### src/hdl/tfsd_pkg.sv
package tfsd_pkg;

  // Default number of entries in the store.
  localparam int unsigned DEPTH_DEF = 16;

  // Field widths.
  localparam int unsigned TAG_W = 16;
  localparam int unsigned OCC_W = 5;

  // Operation codes carried by an input transfer.
  typedef enum logic [1:0] {
    OP_ADD      = 2'd0,
    OP_TAKE_KIND = 2'd1,
    OP_TAKE_ANY  = 2'd2
  } opcode_t;

  // Result status codes.
  typedef enum logic [1:0] {
    ST_OK   = 2'd0,
    ST_NONE = 2'd1,
    ST_FULL = 2'd2
  } status_t;

  // One stored entry.
  typedef struct packed {
    logic             kind;
    logic [TAG_W-1:0] tag;
  } entry_t;

  // Command broadcast to every cell of the chain in the same cycle.
  typedef struct packed {
    logic             add;
    logic             take;
    logic             any;
    logic             kind;
    logic [TAG_W-1:0] tag;
  } cell_cmd_t;

endpackage

### src/hdl/tfsd_cell.sv
module tfsd_cell
  import tfsd_pkg::*;
#(
  parameter int unsigned IDX   = 0,
  parameter int unsigned CNT_W = 5
) (
  input  logic             clk,
  input  cell_cmd_t        cmd,
  input  logic [CNT_W-1:0] count,
  input  logic             hit_in,
  input  entry_t           sel_in,
  input  entry_t           nxt_entry,
  output logic             hit_out,
  output entry_t           sel_out,
  output entry_t           entry_out
);

  entry_t entry_r;
  entry_t entry_nxt;
  logic   occupied;
  logic   tail;
  logic   match;

  // Position of this cell relative to the fill level.
  assign occupied = count > CNT_W'(IDX);
  assign tail     = count == CNT_W'(IDX);

  // During a take, this cell matches if it holds an entry of the wanted kind, or any entry for a take of any kind.
  assign match = occupied & cmd.take & (cmd.any | (entry_r.kind == cmd.kind));

  // The oldest match claims the removal; younger cells only pass it on.
  assign hit_out = hit_in | match;
  assign sel_out = (match & ~hit_in) ? entry_r : sel_in;

  // Append at the tail, or close the gap from the younger neighbor.
  always_comb begin
    entry_nxt = entry_r;
    if (cmd.add & tail) begin
      entry_nxt.kind = cmd.kind;
      entry_nxt.tag  = cmd.tag;
    end else if (hit_out) begin
      entry_nxt = nxt_entry;
    end
  end

  always_ff @(posedge clk) begin
    entry_r <= entry_nxt;
  end

  assign entry_out = entry_r;

endmodule

### src/hdl/typed_fifo_selective_dequeue.sv
// Two-kind ordered queue with selective removal. Up to DEPTH entries of
// kind and tag are kept in arrival order in a row of cells, oldest first.
// An add appends at the tail; a take of one kind removes the oldest entry
// of that kind, and a take of any kind removes the oldest entry; the
// younger entries shift down one cell to close the gap. Every input
// transfer yields exactly one result in the next cycle (status, removed
// entry, occupancy), and a new item is accepted every cycle while the
// result register is free or being read. The per-cycle path is the
// first-match search rippling through all DEPTH cells. An add to a full
// store is dropped with status full; a failed take changes nothing.
module typed_fifo_selective_dequeue
  import tfsd_pkg::*;
#(
  parameter int unsigned DEPTH = DEPTH_DEF
) (
  input  logic             clk,
  input  logic             rst_n,
  input  logic             in_valid,
  output logic             in_stall,
  input  logic [1:0]       in_opcode,
  input  logic             in_kind,
  input  logic [TAG_W-1:0] in_pet_tag,
  output logic             out_valid,
  input  logic             out_stall,
  output logic [1:0]       out_status,
  output logic             out_kind,
  output logic [TAG_W-1:0] out_tag,
  output logic [OCC_W-1:0] out_occupancy
);

  localparam int unsigned CNT_W = $clog2(DEPTH + 1);

  logic             accept;
  logic [CNT_W-1:0] count_r;
  logic [CNT_W-1:0] count_nxt;
  logic             full;
  cell_cmd_t        cmd;
  status_t          status;
  logic             is_add;
  logic             is_take;
  logic             is_any;

  logic             hit   [DEPTH+1];
  entry_t           sel   [DEPTH+1];
  entry_t           entry [DEPTH+1];

  logic             out_valid_r;
  logic             out_valid_nxt;
  status_t          status_r;
  entry_t           res_r;
  logic [CNT_W-1:0] occ_r;
  logic [CNT_W+OCC_W-1:0] occ_ext;

  // Input transfer happens whenever the result register can take a result.
  assign in_stall = out_valid_r & out_stall;
  assign accept   = in_valid & ~in_stall;
  assign full     = count_r == CNT_W'(DEPTH);

  // Opcode decode.
  always_comb begin
    is_add  = 1'b0;
    is_take = 1'b0;
    is_any  = 1'b0;
    unique case (opcode_t'(in_opcode))
      OP_ADD:       is_add  = 1'b1;
      OP_TAKE_KIND: is_take = 1'b1;
      OP_TAKE_ANY: begin
        is_take = 1'b1;
        is_any  = 1'b1;
      end
      default: ;
    endcase
  end

  // Command to the cells; only a transfer acts on the store.
  assign cmd.add  = accept & is_add & ~full;
  assign cmd.take = accept & is_take;
  assign cmd.any  = is_any;
  assign cmd.kind = in_kind;
  assign cmd.tag  = in_pet_tag;

  // Chain of cells, oldest at index zero.
  assign hit[0]       = 1'b0;
  assign sel[0]       = '0;
  assign entry[DEPTH] = '0;

  for (genvar i = 0; i < DEPTH; i++) begin : g_cell
    tfsd_cell #(
      .IDX   (i),
      .CNT_W (CNT_W)
    ) u_cell (
      .clk       (clk),
      .cmd       (cmd),
      .count     (count_r),
      .hit_in    (hit[i]),
      .sel_in    (sel[i]),
      .nxt_entry (entry[i+1]),
      .hit_out   (hit[i+1]),
      .sel_out   (sel[i+1]),
      .entry_out (entry[i])
    );
  end

  // Fill level and status of this item.
  always_comb begin
    count_nxt = count_r;
    status    = ST_NONE;
    if (is_add) begin
      if (full) begin
        status = ST_FULL;
      end else begin
        status    = ST_OK;
        count_nxt = count_r + CNT_W'(1);
      end
    end else if (hit[DEPTH]) begin
      status    = ST_OK;
      count_nxt = count_r - CNT_W'(1);
    end
  end

  always_ff @(posedge clk) begin
    if (!rst_n) begin
      count_r <= '0;
    end else if (accept) begin
      count_r <= count_nxt;
    end
  end

  // Result register.
  assign out_valid_nxt = accept | (out_valid_r & out_stall);

  always_ff @(posedge clk) begin
    if (!rst_n) begin
      out_valid_r <= 1'b0;
    end else begin
      out_valid_r <= out_valid_nxt;
    end
  end

  always_ff @(posedge clk) begin
    if (accept) begin
      status_r <= status;
      res_r    <= sel[DEPTH];
      occ_r    <= count_nxt;
    end
  end

  assign occ_ext       = {{OCC_W{1'b0}}, occ_r};
  assign out_valid     = out_valid_r;
  assign out_status    = status_r;
  assign out_kind      = res_r.kind;
  assign out_tag       = res_r.tag;
  assign out_occupancy = occ_ext[OCC_W-1:0];

endmodule
### config.mk
export PLATFORM = sky130hd
export DESIGN_NAME = typed_fifo_selective_dequeue
export DESIGN_NICKNAME = d
export VERILOG_FILES = /design/src/hdl/tfsd_pkg.sv /design/src/hdl/tfsd_cell.sv /design/src/hdl/typed_fifo_selective_dequeue.sv
export SDC_FILE = /design/constraint.sdc
export NUM_CORES = 1
export LEC_CHECK = 0
export BUFFER_PORTS_ARGS = -buffer_cell sky130_fd_sc_hd__buf_2
export CAP_MARGIN = 15
export CORE_MARGIN = 4
export CORE_UTILIZATION = 55
export DETAILED_ROUTE_END_ITERATION = 10
export HOLD_SLACK_MARGIN = 0.02
export PLACE_DENSITY_LB_ADDON = 0.3
export RECOVER_POWER = 50
export SYNTH_ARGS = -nofsm -noshare
export SYNTH_HDL_FRONTEND = slang
export SYNTH_SLANG_ARGS = --single-unit
### constraint.sdc
create_clock -name clk -period 4.07 [get_ports clk]
set_clock_uncertainty 0.2 [all_clocks]
set_input_delay 0.2035 -clock clk [delete_from_list [all_inputs] [get_ports clk]]
set_output_delay 0.2035 -clock clk [all_outputs]
set_load 0.005 [all_outputs]
==> results.txt, run 1 <==
The tree is rooted in a clkbuf_16. The clock tree from TritonCTS is yes. The I/O pin count came out at 49. The wire-length estimate of the detail-placed layout is 28.69 mm. The register area is about 9000 um2. The tool flagged a number of max-cap violations equal to 1. In this run, distinct cell masters in the synthesized netlist total just under 80. The total power after layout came out at 11.77 mW. The number of antenna violations at the first check in global routing was 0.

For this design, the sink count on the clock tree is 302. The peak ir drop on the vdd network came out at 0.0003886 V. The largest area contributor in the synthesized netlist is edfxtp_1.

For this design the static power due to leakage is 6.078 nW. The biggest cell delay along the critical path came out at 760 ps. Global routing used 26.90% of the available tracks. The first global-routing pass estimated about 65 mm of wire.

The fill cell instance count of the final layout is 2120. The initial detailed-routing violation count is 1325. For the worst setup path, the data required time is about 4300 ps. The number of flops mapped to enable cells by yosys is 296. The residual DRC count is 0. The final reports fail on capacitance limit, slew limit. The Yosys step of the flow raised 0 warnings. The total negative slack for setup checks came out at 0 ps. Sorting the synthesized cells by area gives the leading types as edfxtp_1 57%, mux2_2 18%, clkbuf_1 1.6%, nand2_1 1.6%, a22oi_1 1.3%. The number of global-route vias before repair is 10880. The die covers 31120 um2. The total congestion overflow is 0.

The starting density of the core is a little under three fifths. The max-slew headroom at the worst pin came out at -27.58%. Of the post-synthesis cell area, the dominant cell type holds a little under three fifths. The run finished, with violations left. The number of antenna diodes in the final layout is 0.

Counting every instance in the synthesized netlist gives approximately 1200. The critical path buffer and inverter count came out at 1. The total count of hold-check failures in the final report is 0.

The area of combinational cells with multiple inputs is 6212 um2. Dividing total power by cell area gives a power density of 668.7 nW/um2. The synthesized area per cell is 13.48 um2. The maximum frequency from static timing analysis is 259.4 MHz. The number of detailed-routing iterations run before antenna repair is 6. The clock slew at the register clock pins of the worst setup and hold paths came out at ~60 ps.

The pin count of the biggest net entering global routing came out at 33. Along the worst path, the maximum fanout reaches 10. The synthesis-stage register bit count came out at 302. Compared with the post-synthesis result, the final layout area differs by 12.84%. The total of buffers placed on input and output ports is 48.

The main flop type after synthesis is edfxtp_1. The number of buffers inserted to repair setup after CTS came out at 0. The time the worst path needs with I/O delays and setup is 3855 ps. The final net count came out at between 1000 and 1500.

The later pin in the worst-skew pair is clocked with a latency of 520 ps. In this run the cell area of the synthesized design comes to 15600 um2. Counting flops with an async set or reset pin after synthesis yields a share of 0%. The register area share after synthesis came out at between 50% and 60%. The post-route clock period utilization is 94.71%. The antenna violation net count after detailed routing came out at 0. Setup violations remaining at the end of the flow were counted as 0.

The maximum level of the CTS H-tree came out at 2. The worst setup path is captured at a register. After detailed routing, the average wire length per cell comes to ~26 um. The final routed wirelength across all metal layers is around 42 mm. The final route contains about 11000 vias. The final weighted congestion in routability-driven placement came out at 0.9136. The fraction of layout instances using a drive strength above 1 is 32.75%. The transition time at the pin with the least slew margin is 1914 ps. The core region area is 27860 um2. The total count of max-transition violations in the final report is 33. The floorplan die width came out at 176.4 um. Counting the buffers created by CTS gives 34.

For the worst setup path, the data arrival time is just over 4000 ps. The critical setup path kind is register to register. The post-synthesis net count is about 1200. The worst setup path is launched from a register. Setup repair after global routing left no endpoint under its margin. The tightest min-delay check is of the input pin to register type. The maximum clock insertion buffer count came out at 3. Traced cell by cell, the critical path runs through clkbuf_1 > nor4_1 > nor4_1 > o21ai_1 > a2111oi_0 > nand2_1 > o2111ai_1 > nor3_1 > or3_1 > nand2_1. The detailed-route vias per instance came out at 6.660.

The library cell contributing the largest single delay on the critical path is a2111oi_0. Among cell families on the critical path, the largest total delay comes from compound AO/OA/AOI/OAI gates. The height of the die came out at 176.4 um.

The number of cell rows is 61.
-- synth_stat cells (5+ instances only) --
cell       instances
edfxtp_1         296
mux2_2           255
clkbuf_1          66
nand2_1           65
nor2_1            45
a21oi_1           36
and2_1            28
a22oi_1           26
nand3_1           24
a221oi_1          20
o21ai_0           17
xnor2_1           17
a222oi_1          15
o211ai_1          15
buf_2             13
inv_1             13
a22o_1            11
and3_1            11
nor3_1            11
o21ai_1           10
o22ai_1           10
nand2b_1           9
ha_1               8
o22a_1             8
a211oi_1           7
nand4_1            7
dfxtp_1            6
a2111oi_0          5
a31oi_1            5
a32oi_1            5
nor2b_1            5
or3_1              5
-- worst paths after layout --
check,from,end,slack [ps],cells after the start
hold reg to reg,g_cell[9].u_cell.entry_out[10],g_cell[8].u_cell.entry_out[10],380,1
setup reg to reg,count_r[4],out_tag[5],220,10
hold / removal,in_pet_tag[6],g_cell[15].u_cell.entry_out[6],20,2
setup / recovery,count_r[4],out_tag[5],220,10
-- cells in the final DEF, fill, tap and decap left out, types with 8 or more instances in the layout --
cell type	Yosys	final
a22o_1	11	11
o21ai_1	10	10
clkbuf_1	66	36
nor2_1	45	45
o211ai_1	15	15
nand2b_1	9	9
o21ai_0	17	17
a22oi_1	26	26
a222oi_1	15	15
buf_4	1	54
nand2_1	65	65
o22a_1	8	8
edfxtp_1	296	296
ha_1	8	8
and3_1	11	11
nand3_1	24	24
o22ai_1	10	10
inv_1	13	13
a221oi_1	20	20
buf_2	13	32
xnor2_1	17	17
nor3_1	11	10
mux2_2	255	255
clkbuf_16	0	35
clkinv_1	0	8
a21oi_1	36	36
and2_1	28	23
-- registers in the layout, indices dropped and copies added (netlist names) --
signal and flops:
out_kind 1, out_valid 1, g_cell.u_cell.entry_out 272, count_r 5, out_tag 16, out_status 2
out_occupancy 5
-- metal layers --
layer	global-route usage, %	vias to the layer above	part of all wire [%]
li1	-	4762	-
met1	37.52	5498	42
met2	43.55	550	48
met3	5.203	85	8.4
met4	7.608	0	2.5
met5	0	-	0
-- power by group --
group	total, mW	internal, mW	switching (mW)	leakage (nW)
logic	3.09	1.25	1.83	2.71
registers	5.58	5.01	0.563	2.82
clock network	3.11	1.84	1.27	0.545
-- final cells by class --
class                           count  share of cell area [%]
Clock buffer                       41                   5.104
Clock inverter                     20                   1.230
Inverter                           13                  0.2772
Multi-Input combinational cell    759                   35.30
Sequential cell                   302                   51.18
Tap cell                          378                   2.687
Timing Repair Buffer              123                   4.223
-- stage by stage --
stage	setup WS [ps]	hold WS [ps]	cells	instance area [um2]	utilization, %
floorplan	218.6	121.1	1157	15600	-
global placement	206.6	255.9	1569	16500	59.23
detailed placement	160.5	281.1	1569	16500	59.23
CTS	207.4	20.37	1636	17670	63.44
global route	15.48	41.34	1636	17600	63.18
finish	215.2	17.83	1636	17600	63.18
-- kinds of logic (layout without fill, tap and decap cells) --
kind of cell | after synthesis | after routing | share of synthesized area, %
flops | 302 | 302 | 57.76
simple gates | 236 | 236 | 7.781
compound gates | 239 | 239 | 11.73
xor+xnor | 19 | 19 | 1.067
mux | 257 | 257 | 18.54
buf+inv | 96 | 197 | 2.487
fa+ha+maj | 8 | 8 | 0.6418
-- what timing repair did --
item | CTS | global route
hold endpoints to repair | 9 | 0
endpoints found under the setup margin | 0 | 1
hold buffers | 6 | 0
gates resized for setup | 0 | 1
Power figures use the tool's default switching activity.
==> run 2, diff against run 1 <==
- CORE_ASPECT_RATIO: default -> 0.6
- CTS_BUF_LIST: default -> sky130_fd_sc_hd__clkbuf_4
==> run 2 against run 1 <==
- the flow now finishes without violations
- count of clock-buffer cells in the layout rose by 62
- non-clock buffer count rose by 18
- worst setup slack improved by 10 ps
- via count rose by 2.7%
- cell count rose by 4.1%
- largest cell class unchanged
==> results.txt, run 2 (synthesized netlist as in run 1, its figures left out) <==
The largest fanout on the critical path came out at 12 (+2). The area of the die came out at 31210 um2 (+0.29%). The detailed-route vias per instance came out at 6.571 (-1.3%). The worst setup path is captured at a register. The total clock sinks was 302 (unchanged). The fraction of layout instances using a drive strength above 1 was 36.06% (+3.3 points). The fraction of the core area covered by cells at the end of the flow is 63.47% (+0.29 points). The fill cell instance count of the final layout came out at 2172 (+2.5%). The final setup violation count is 0 (unchanged). The total of buffers placed on input and output ports is 48 (unchanged).

The transition time at the pin with the least slew margin is 1357 ps (-556.3 ps). The clock tree from TritonCTS is yes. The maximum clock insertion buffer count came out at 3 (unchanged). The global routing usage summed across all routing layers came out at 27.25% (+0.35 points). The reported leakage power came to 6.172 nW (+1.5%). The peak ir drop on the vdd network came to 0.0003280 V (-16%). The final routed wirelength across all metal layers is 42.59 mm (+1.4%). The total power after layout is 11.29 mW (-4.0%).

The final setup slack of the worst path was 225.4 ps (+10.19 ps). Setup repair after global routing left no endpoint under its margin. The pin count of the biggest net entering global routing is 27 (-18%). The number of clock buffers inserted by TritonCTS came to 73 (+110%).

The post-route clock period utilization was 94.46% (-0.25 points). The maximum frequency from static timing analysis is 260.1 MHz (+0.27%). The min-delay analysis places its worst path in the category input pin to register. The cell chosen for the clock root is clkbuf_4. The critical setup path kind is register to register. The worst hold slack across all endpoints is 121.5 ps (+103.7 ps).

The total power per unit cell area is 641.0 nW/um2 (-4.1%). The detail-routed net length per standard cell is 25.01 um (-2.6%). The worst-skew pair later-pin latency came out at 760 ps (+240 ps).

The number of flip-flops in the largest register came out at 272 (unchanged). The post-place instance area came to 16490 um2 (about the same). The total congestion overflow came out at 0 (unchanged). The height of the die was 138.4 um (-22%). The area of all placed cells without fillers is 17620 um2 (about the same).

The leading cell type in the layout, fill and taps excluded is edfxtp_1. The number of antenna violations at the first check in global routing came to 2 (+2). The worst setup path is launched from a register. The number of cell rows is 47 (-23%).

The number of max-cap violations came out at 0 (-1). The critical path data arrival time is 4270 ps (+220 ps). The max-slew headroom at the worst pin is 9.506% (+37 points). The maximum level of the CTS H-tree is 3 (+1).

The total count of hold-check failures in the final report came out at 0 (unchanged). The total count of max-transition violations in the final report was 0 (-100%). The core region area is 27760 um2 (-0.36%).

The clock slew at the register clock pins of the worst setup and hold paths was 70 ps (about the same). The number of detailed-routing iterations run before antenna repair is 5 (-1). In the layout the commonest cells are 296 x edfxtp_1, 254 x mux2_2, 103 x clkbuf_4, 65 x nand2_1, 54 x buf_4. The global-route wire length before repair came to 66.22 mm (+1.5%).

The half-perimeter wire length after placement came to 30.12 mm (+5.0%). The final weighted congestion in routability-driven placement is 0.9197 (+0.67%). The antenna violation net count after detailed routing is 0 (unchanged).

The initial detailed-routing violation count is 1473 (+11%). The I/O pin count is 49 (unchanged). The floorplan die width came out at 225.4 um (+28%).

The time the worst path needs with I/O delays and setup is 3845 ps (-10.19 ps). The number of non-filler instances in the completed layout is 1703 (+4.1%). The run finished with clean final reports.

The final net count came out at 1321 (+4.5%). The residual DRC count came out at 0 (unchanged). The area growth from synthesis to layout is 12.95% (about the same). The worst setup timing slack at the placement stage came out at -107.3 ps (-267.8 ps). The starting density of the core came out at 56.19% (+0.20 points).

The total number of vias came out at 11190 (+2.7%). The worst endpoint required time came out at 4490 ps (+230 ps). The number of global-route vias before repair is 11210 (+3.1%).

The total negative slack for setup checks is 0 ps (unchanged). The post-placement cell count is 1557 (-0.76%).
## run 2: cell count changes in the layout (fill, tap and decap cells not counted), moves of 2 or more
cell,change
and2_0,+7
and2_1,-7
clkbuf_1,-11
clkbuf_16,-35
clkbuf_2,+2
clkbuf_4,+103
clkinv_2,-4
clkinv_8,-2
diode_2,+2
dlygate4sd3_1,+19
inv_2,+2
## run 2: repair_timing
| item | 4_1_cts | 5_1_grt |
|---|---|---|
| gates cloned | 0 | 0 |
| setup endpoints to repair | 1 | 10 |
| endpoints found under the hold margin | 276 | 0 |
| resized for setup | 1 | 5 |
| hold buffers | 25 | 0 |
| pin swaps | 0 | 0 |
| setup buffers | 0 | 0 |
## run 2: final cells by class
| type | instances | area [um2] | share of cell area [%] |
|---|---|---|---|
| Sequential cell | 302 | 9009 | 51.13 |
| Multi-Input combinational cell | 759 | 6228 | 35.35 |
| Timing Repair Buffer | 141 | 949.7 | 5.390 |
| Clock buffer | 103 | 773.2 | 4.389 |
| Tap cell | 367 | 459.2 | 2.606 |
| Clock inverter | 16 | 145.1 | 0.8238 |
| Inverter | 13 | 48.80 | 0.2770 |
| Antenna cell | 2 | 5.005 | 0.02841 |
## run 2: path summary, 6_finish.rpt
kind	start	endpoint	slack [ps]	cells past startpoint
worst max-delay path	count_r[0]	count_r[4]	230	12
worst min register to register	g_cell[6].u_cell.entry_out[5]	g_cell[5].u_cell.entry_out[5]	360	1
worst min-delay path	rst_n	count_r[3]	120	3
worst max register to register	count_r[0]	count_r[4]	230	12
## run 2: power breakdown
| group | switching, mW | total, mW | leakage (nW) | internal (mW) |
|---|---|---|---|---|
| clock network | 1.26 | 2.61 | 0.547 | 1.35 |
| registers | 0.571 | 5.58 | 2.82 | 5.01 |
| logic | 1.83 | 3.11 | 2.81 | 1.27 |
| total | 3.66 | 11.3 | 6.17 | 7.63 |
## run 2: layer usage
layer	GRT usage (%)	share of wire (%)	wire length, um	up-vias
li1	-	-	-	4927
met1	42.66	46	19500	5589
met2	37.51	41	17670	610
met3	8.114	11	4808	65
met4	6.023	1.4	610	0
met5	0	0	0	-
## run 2: critical path, cell delays in order (launching register included)
cell,delay (ps)
dfxtp_1,550
ha_1,370
o21ba_2,220
o22ai_2,250
a41oi_2,280
a2111oi_2,330
buf_4,270
nand3_1,220
nand3_1,190
xnor2_1,70
nor2_1,150
nor2_1,70
dlygate4sd3_1,550
==> run 3, diff against run 2 <==
- ABC_AREA: default -> 1
- GPL_ROUTABILITY_DRIVEN: default -> 0
==> run 3 against run 2 <==
- the flow now finishes with violations (capacitance limit, slew limit)
- register-to-register slack better by 20 ps
- global-route usage up 1.5 points
- worst setup slack worse by 31 ps
- via count up 16%
- die area down 1.3%
- non-clock buffer count down 13
- area after synthesis down 1.3%
- cell count up 28%
- maximum frequency down 0.80%
- combinational power down 26%
- critical path type is now input pin to register
- highest routed layer unchanged
==> results.txt, run 3 <==
The run finished, with violations left. The checks that failed: capacitance limit, slew limit. The portion of total power attributed to combinational logic came to 22.6% (-4.9 points).

The number of clock buffers inserted by TritonCTS is 71 (-2.7%). The floorplan die width is 223.9 um (-0.65%). The number of antenna violations at the first check in global routing came out at 2 (unchanged).

The number of flip-flops in the largest register was 272 (unchanged). The area of the die is 30810 um2 (-1.3%). The number of cell rows came to 47 (unchanged). The post-route clock period utilization was 95.23% (+0.76 points). In the synthesized netlist the dominant register cell turns out to be edfxtp_1. The cell-internal power is 6.769 mW (-11%).

The synthesis-stage register bit count was 302 (unchanged). The count of unique library cells instantiated by Yosys is 47 (-40%). The worst setup timing slack at the placement stage is 341.7 ps (+449.0 ps).

The fraction of power spent switching nets is 33.48% (+1.0 points). The cell chosen for the clock root is clkbuf_4. The worst reg-to-reg path cell count is 20 (+8). The area fraction of the dominant cell type after synthesis was 57.76% (+0.77 points). The worst hold slack across all endpoints was 97.94 ps (-23.59 ps).

The largest fanout on the critical path was 19 (+7). The final net count came out at 1811 (+37%). The detail-routed net length per standard cell came out at 20.20 um (-19%). The max-slew headroom at the worst pin was -16.38% (-26 points).

The fraction of layout instances using a drive strength above 1 came out at 13.81% (-22 points). The critical path data arrival time is 4030 ps (-240 ps). The worst endpoint required time came to 4230 ps (-260 ps). The global routing usage summed across all routing layers is 28.76% (+1.5 points). The worst-skew pair later-pin latency is 770 ps (about the same). The residual DRC count is 0 (unchanged).

The time the worst path needs with I/O delays and setup is 3876 ps (+31.07 ps). The clock tree from TritonCTS is yes. The final setup violation count came out at 0 (unchanged). The commonest cells after synthesis are 503 x nand2_1, 296 x edfxtp_1, 281 x o21ai_0. The class of the tightest hold or removal check is input pin to register. The number of detailed-routing iterations run before antenna repair is 5 (unchanged).

Setup repair after global routing left no endpoint under its margin. The reported leakage power came out at 7.187 nW (+16%). The transition time at the pin with the least slew margin is 1746 ps (+388.3 ps).

The I/O pin count is 49 (unchanged). The number of global-route vias before repair came out at 11960 (+6.6%). By area the synthesized netlist is led by edfxtp_1 58%, nand2_1 12%, o21ai_0 9.1%, nor2_1 3.2%, nand3_1 2.9%.

The final routed wirelength across all metal layers is 44.20 mm (+3.8%). The global-route wire length before repair came out at 68.23 mm (+3.0%). The total power after layout is 10.18 mW (-9.9%). The initial detailed-routing violation count came out at 1824 (+24%). The final setup slack of the worst path is 194.3 ps (-31.07 ps). The relative contribution of sequential cells to total power is 52.4% (+3.0 points).

Leaving out fill and tap cells, the most frequent cell in the layout is nand2_1. The register area share after synthesis came out at 58.54% (+0.78 points). The post-synthesis instance total was 1671 (+44%). The switching power summed over all nets came out at 3.407 mW (-7.0%). The warning count from the yosys run is 0 (unchanged). nand2_1 is the most common cell in the netlist.

The detailed-route vias per instance came out at 5.920 (-9.9%). The total count of hold-check failures in the final report is 0 (unchanged). The library cells used most frequently in the layout, excluding fill and tap cells, are 504 x nand2_1, 296 x edfxtp_1, 281 x o21ai_0, 131 x nor2_1, 97 x inv_1. Summed over all instances, the cell type with the most area after synthesis is edfxtp_1. The pin count of the biggest net entering global routing is 36 (+33%).

The total count of max-transition violations in the final report came out at 30 (+30). The post-synthesis net count came out at 1702 (+43%). The total power per unit cell area was 593.9 nW/um2 (-7.3%). The total clock sinks is 302 (unchanged). The number of flops mapped to enable cells by yosys is 296 (unchanged).

The setup path with the least slack is of type input pin to register. The peak ir drop on the vdd network came out at 0.0003789 V (+16%). The synthesized area per cell is 9.209 um2 (-32%). The total number of vias is 12950 (+16%). The proportion of synthesized flip-flops having asynchronous set or reset came to 0% (unchanged). The total congestion overflow is 0 (unchanged). The height of the die was 137.6 um (-0.64%). The maximum level of the CTS H-tree is 3 (unchanged). The total of buffers placed on input and output ports is 48 (unchanged). The total negative slack for setup checks is 0 ps (unchanged). The core region area came to 27580 um2 (-0.64%). The area growth from synthesis to layout is 11.35%. The antenna violation net count after detailed routing came out at 0 (unchanged).

The clock slew at the register clock pins of the worst setup and hold paths is 70 ps (about the same). The half-perimeter wire length after placement came out at 30.08 mm (-0.13%). The starting density of the core is 55.80% (-0.40 points). The number of max-cap violations came out at 1 (+1). The clock group share of total power is 25.1% (+2.0 points). The maximum clock insertion buffer count came out at 3 (unchanged).

The cell count of the worst hold path came out at 4 (+1). The maximum frequency from static timing analysis came out at 258.0 MHz (-0.80%). The number of cells upsized or downsized after cts is 0 (-1). The element type at the critical path start is an input pin. The worst setup path is captured at a register. The synthesized cell area came out at 15390 um2 (-1.3%).
## run 3: changes by cell type after synthesis, moves of 16 or more
cell,previous run,this run
o21ai_0,17,281
a22oi_1,26,1
nor2_1,45,131
nand2_2,1,17
nand2_1,65,503
inv_1,13,97
xnor2_1,17,0
a221oi_1,20,0
nand3_1,24,90
mux2_2,255,0
and2_1,28,0
## run 3: layout make-up
cell class | count | area [um2]
Fill cell | 2316 | 10450
Sequential cell | 302 | 9009
Multi-Input combinational cell | 1166 | 5525
Timing Repair Buffer | 128 | 834.6
Clock buffer | 94 | 705.7
Tap cell | 367 | 459.2
Inverter | 111 | 420.4
Clock inverter | 17 | 173.9
Antenna cell | 3 | 7.507
## run 3: final timing paths
check,startpoint,to,slack [ps]
hold reg to reg,g_cell[7].u_cell.entry_out[1],g_cell[6].u_cell.entry_out[1],350
setup reg to reg,count_r[1],count_r[4],250
setup / recovery,in_opcode[1],g_cell[13].u_cell.entry_out[2],190
hold / removal,in_pet_tag[0],g_cell[0].u_cell.entry_out[0],100
## run 3: critical path, stage by stage
cell and delay [ps]:
dlygate4sd3_1 520, clkbuf_1 110, inv_1 50, ha_1 160
dlygate4sd3_1 610, inv_1 220, a31oi_1 130, nand2_1 190
clkinv_1 410, nand2_1 210, clkbuf_1 660, nand2_1 120
clkbuf_2 430
## run 3: through the flow
stage / instance area [um2] / std cells / util [%]
after global routing: 17140 / 2188 / 62.13
final: 17140 / 2188 / 62.13
after CTS: 17190 / 2182 / 62.34
after detailed placement: 16060 / 2046 / 58.24
after global placement: 16060 / 2046 / 58.24
after floorplan: 15390 / 1671 / -
## run 3: power groups by stage
stage                     Combinational, mW  Clock, mW  Sequential (mW)
after floorplan                        1.47          0             5.12
after global placement                 2.13          0             5.34
after detailed placement               2.21          0             5.33
after CTS                              2.24       2.58             5.30
after global routing                   2.54       2.75             5.40
final                                  2.30       2.55             5.33
## run 3: repair_timing
item / in CTS / in global routing
endpoints found under the hold margin: 269 / 0
buffers inserted: 0 / 3
endpoints found under the setup margin: 0 / 6
hold buffers: 25 / 0
## run 3: logic make-up after synthesis
family	count (synthesis)	share of synthesized area (%)
AOI/OAI and AO/OA	344	11.33
xor gates and xnor gates	3	0.1708
adders and majority gates	8	0.6505
buffers and inverters	203	5.448
DFF	302	58.54
and+or+nand+nor	811	23.86
## run 3: metal layers
layer  vias up  GRT usage [%]  routed length (um)
li1       5936              -                   -
met1      6012          43.07               19100
met2       927          39.92               17820
met3        79          10.22                6488
met4         0          7.424                 787
met5         -              0                   0
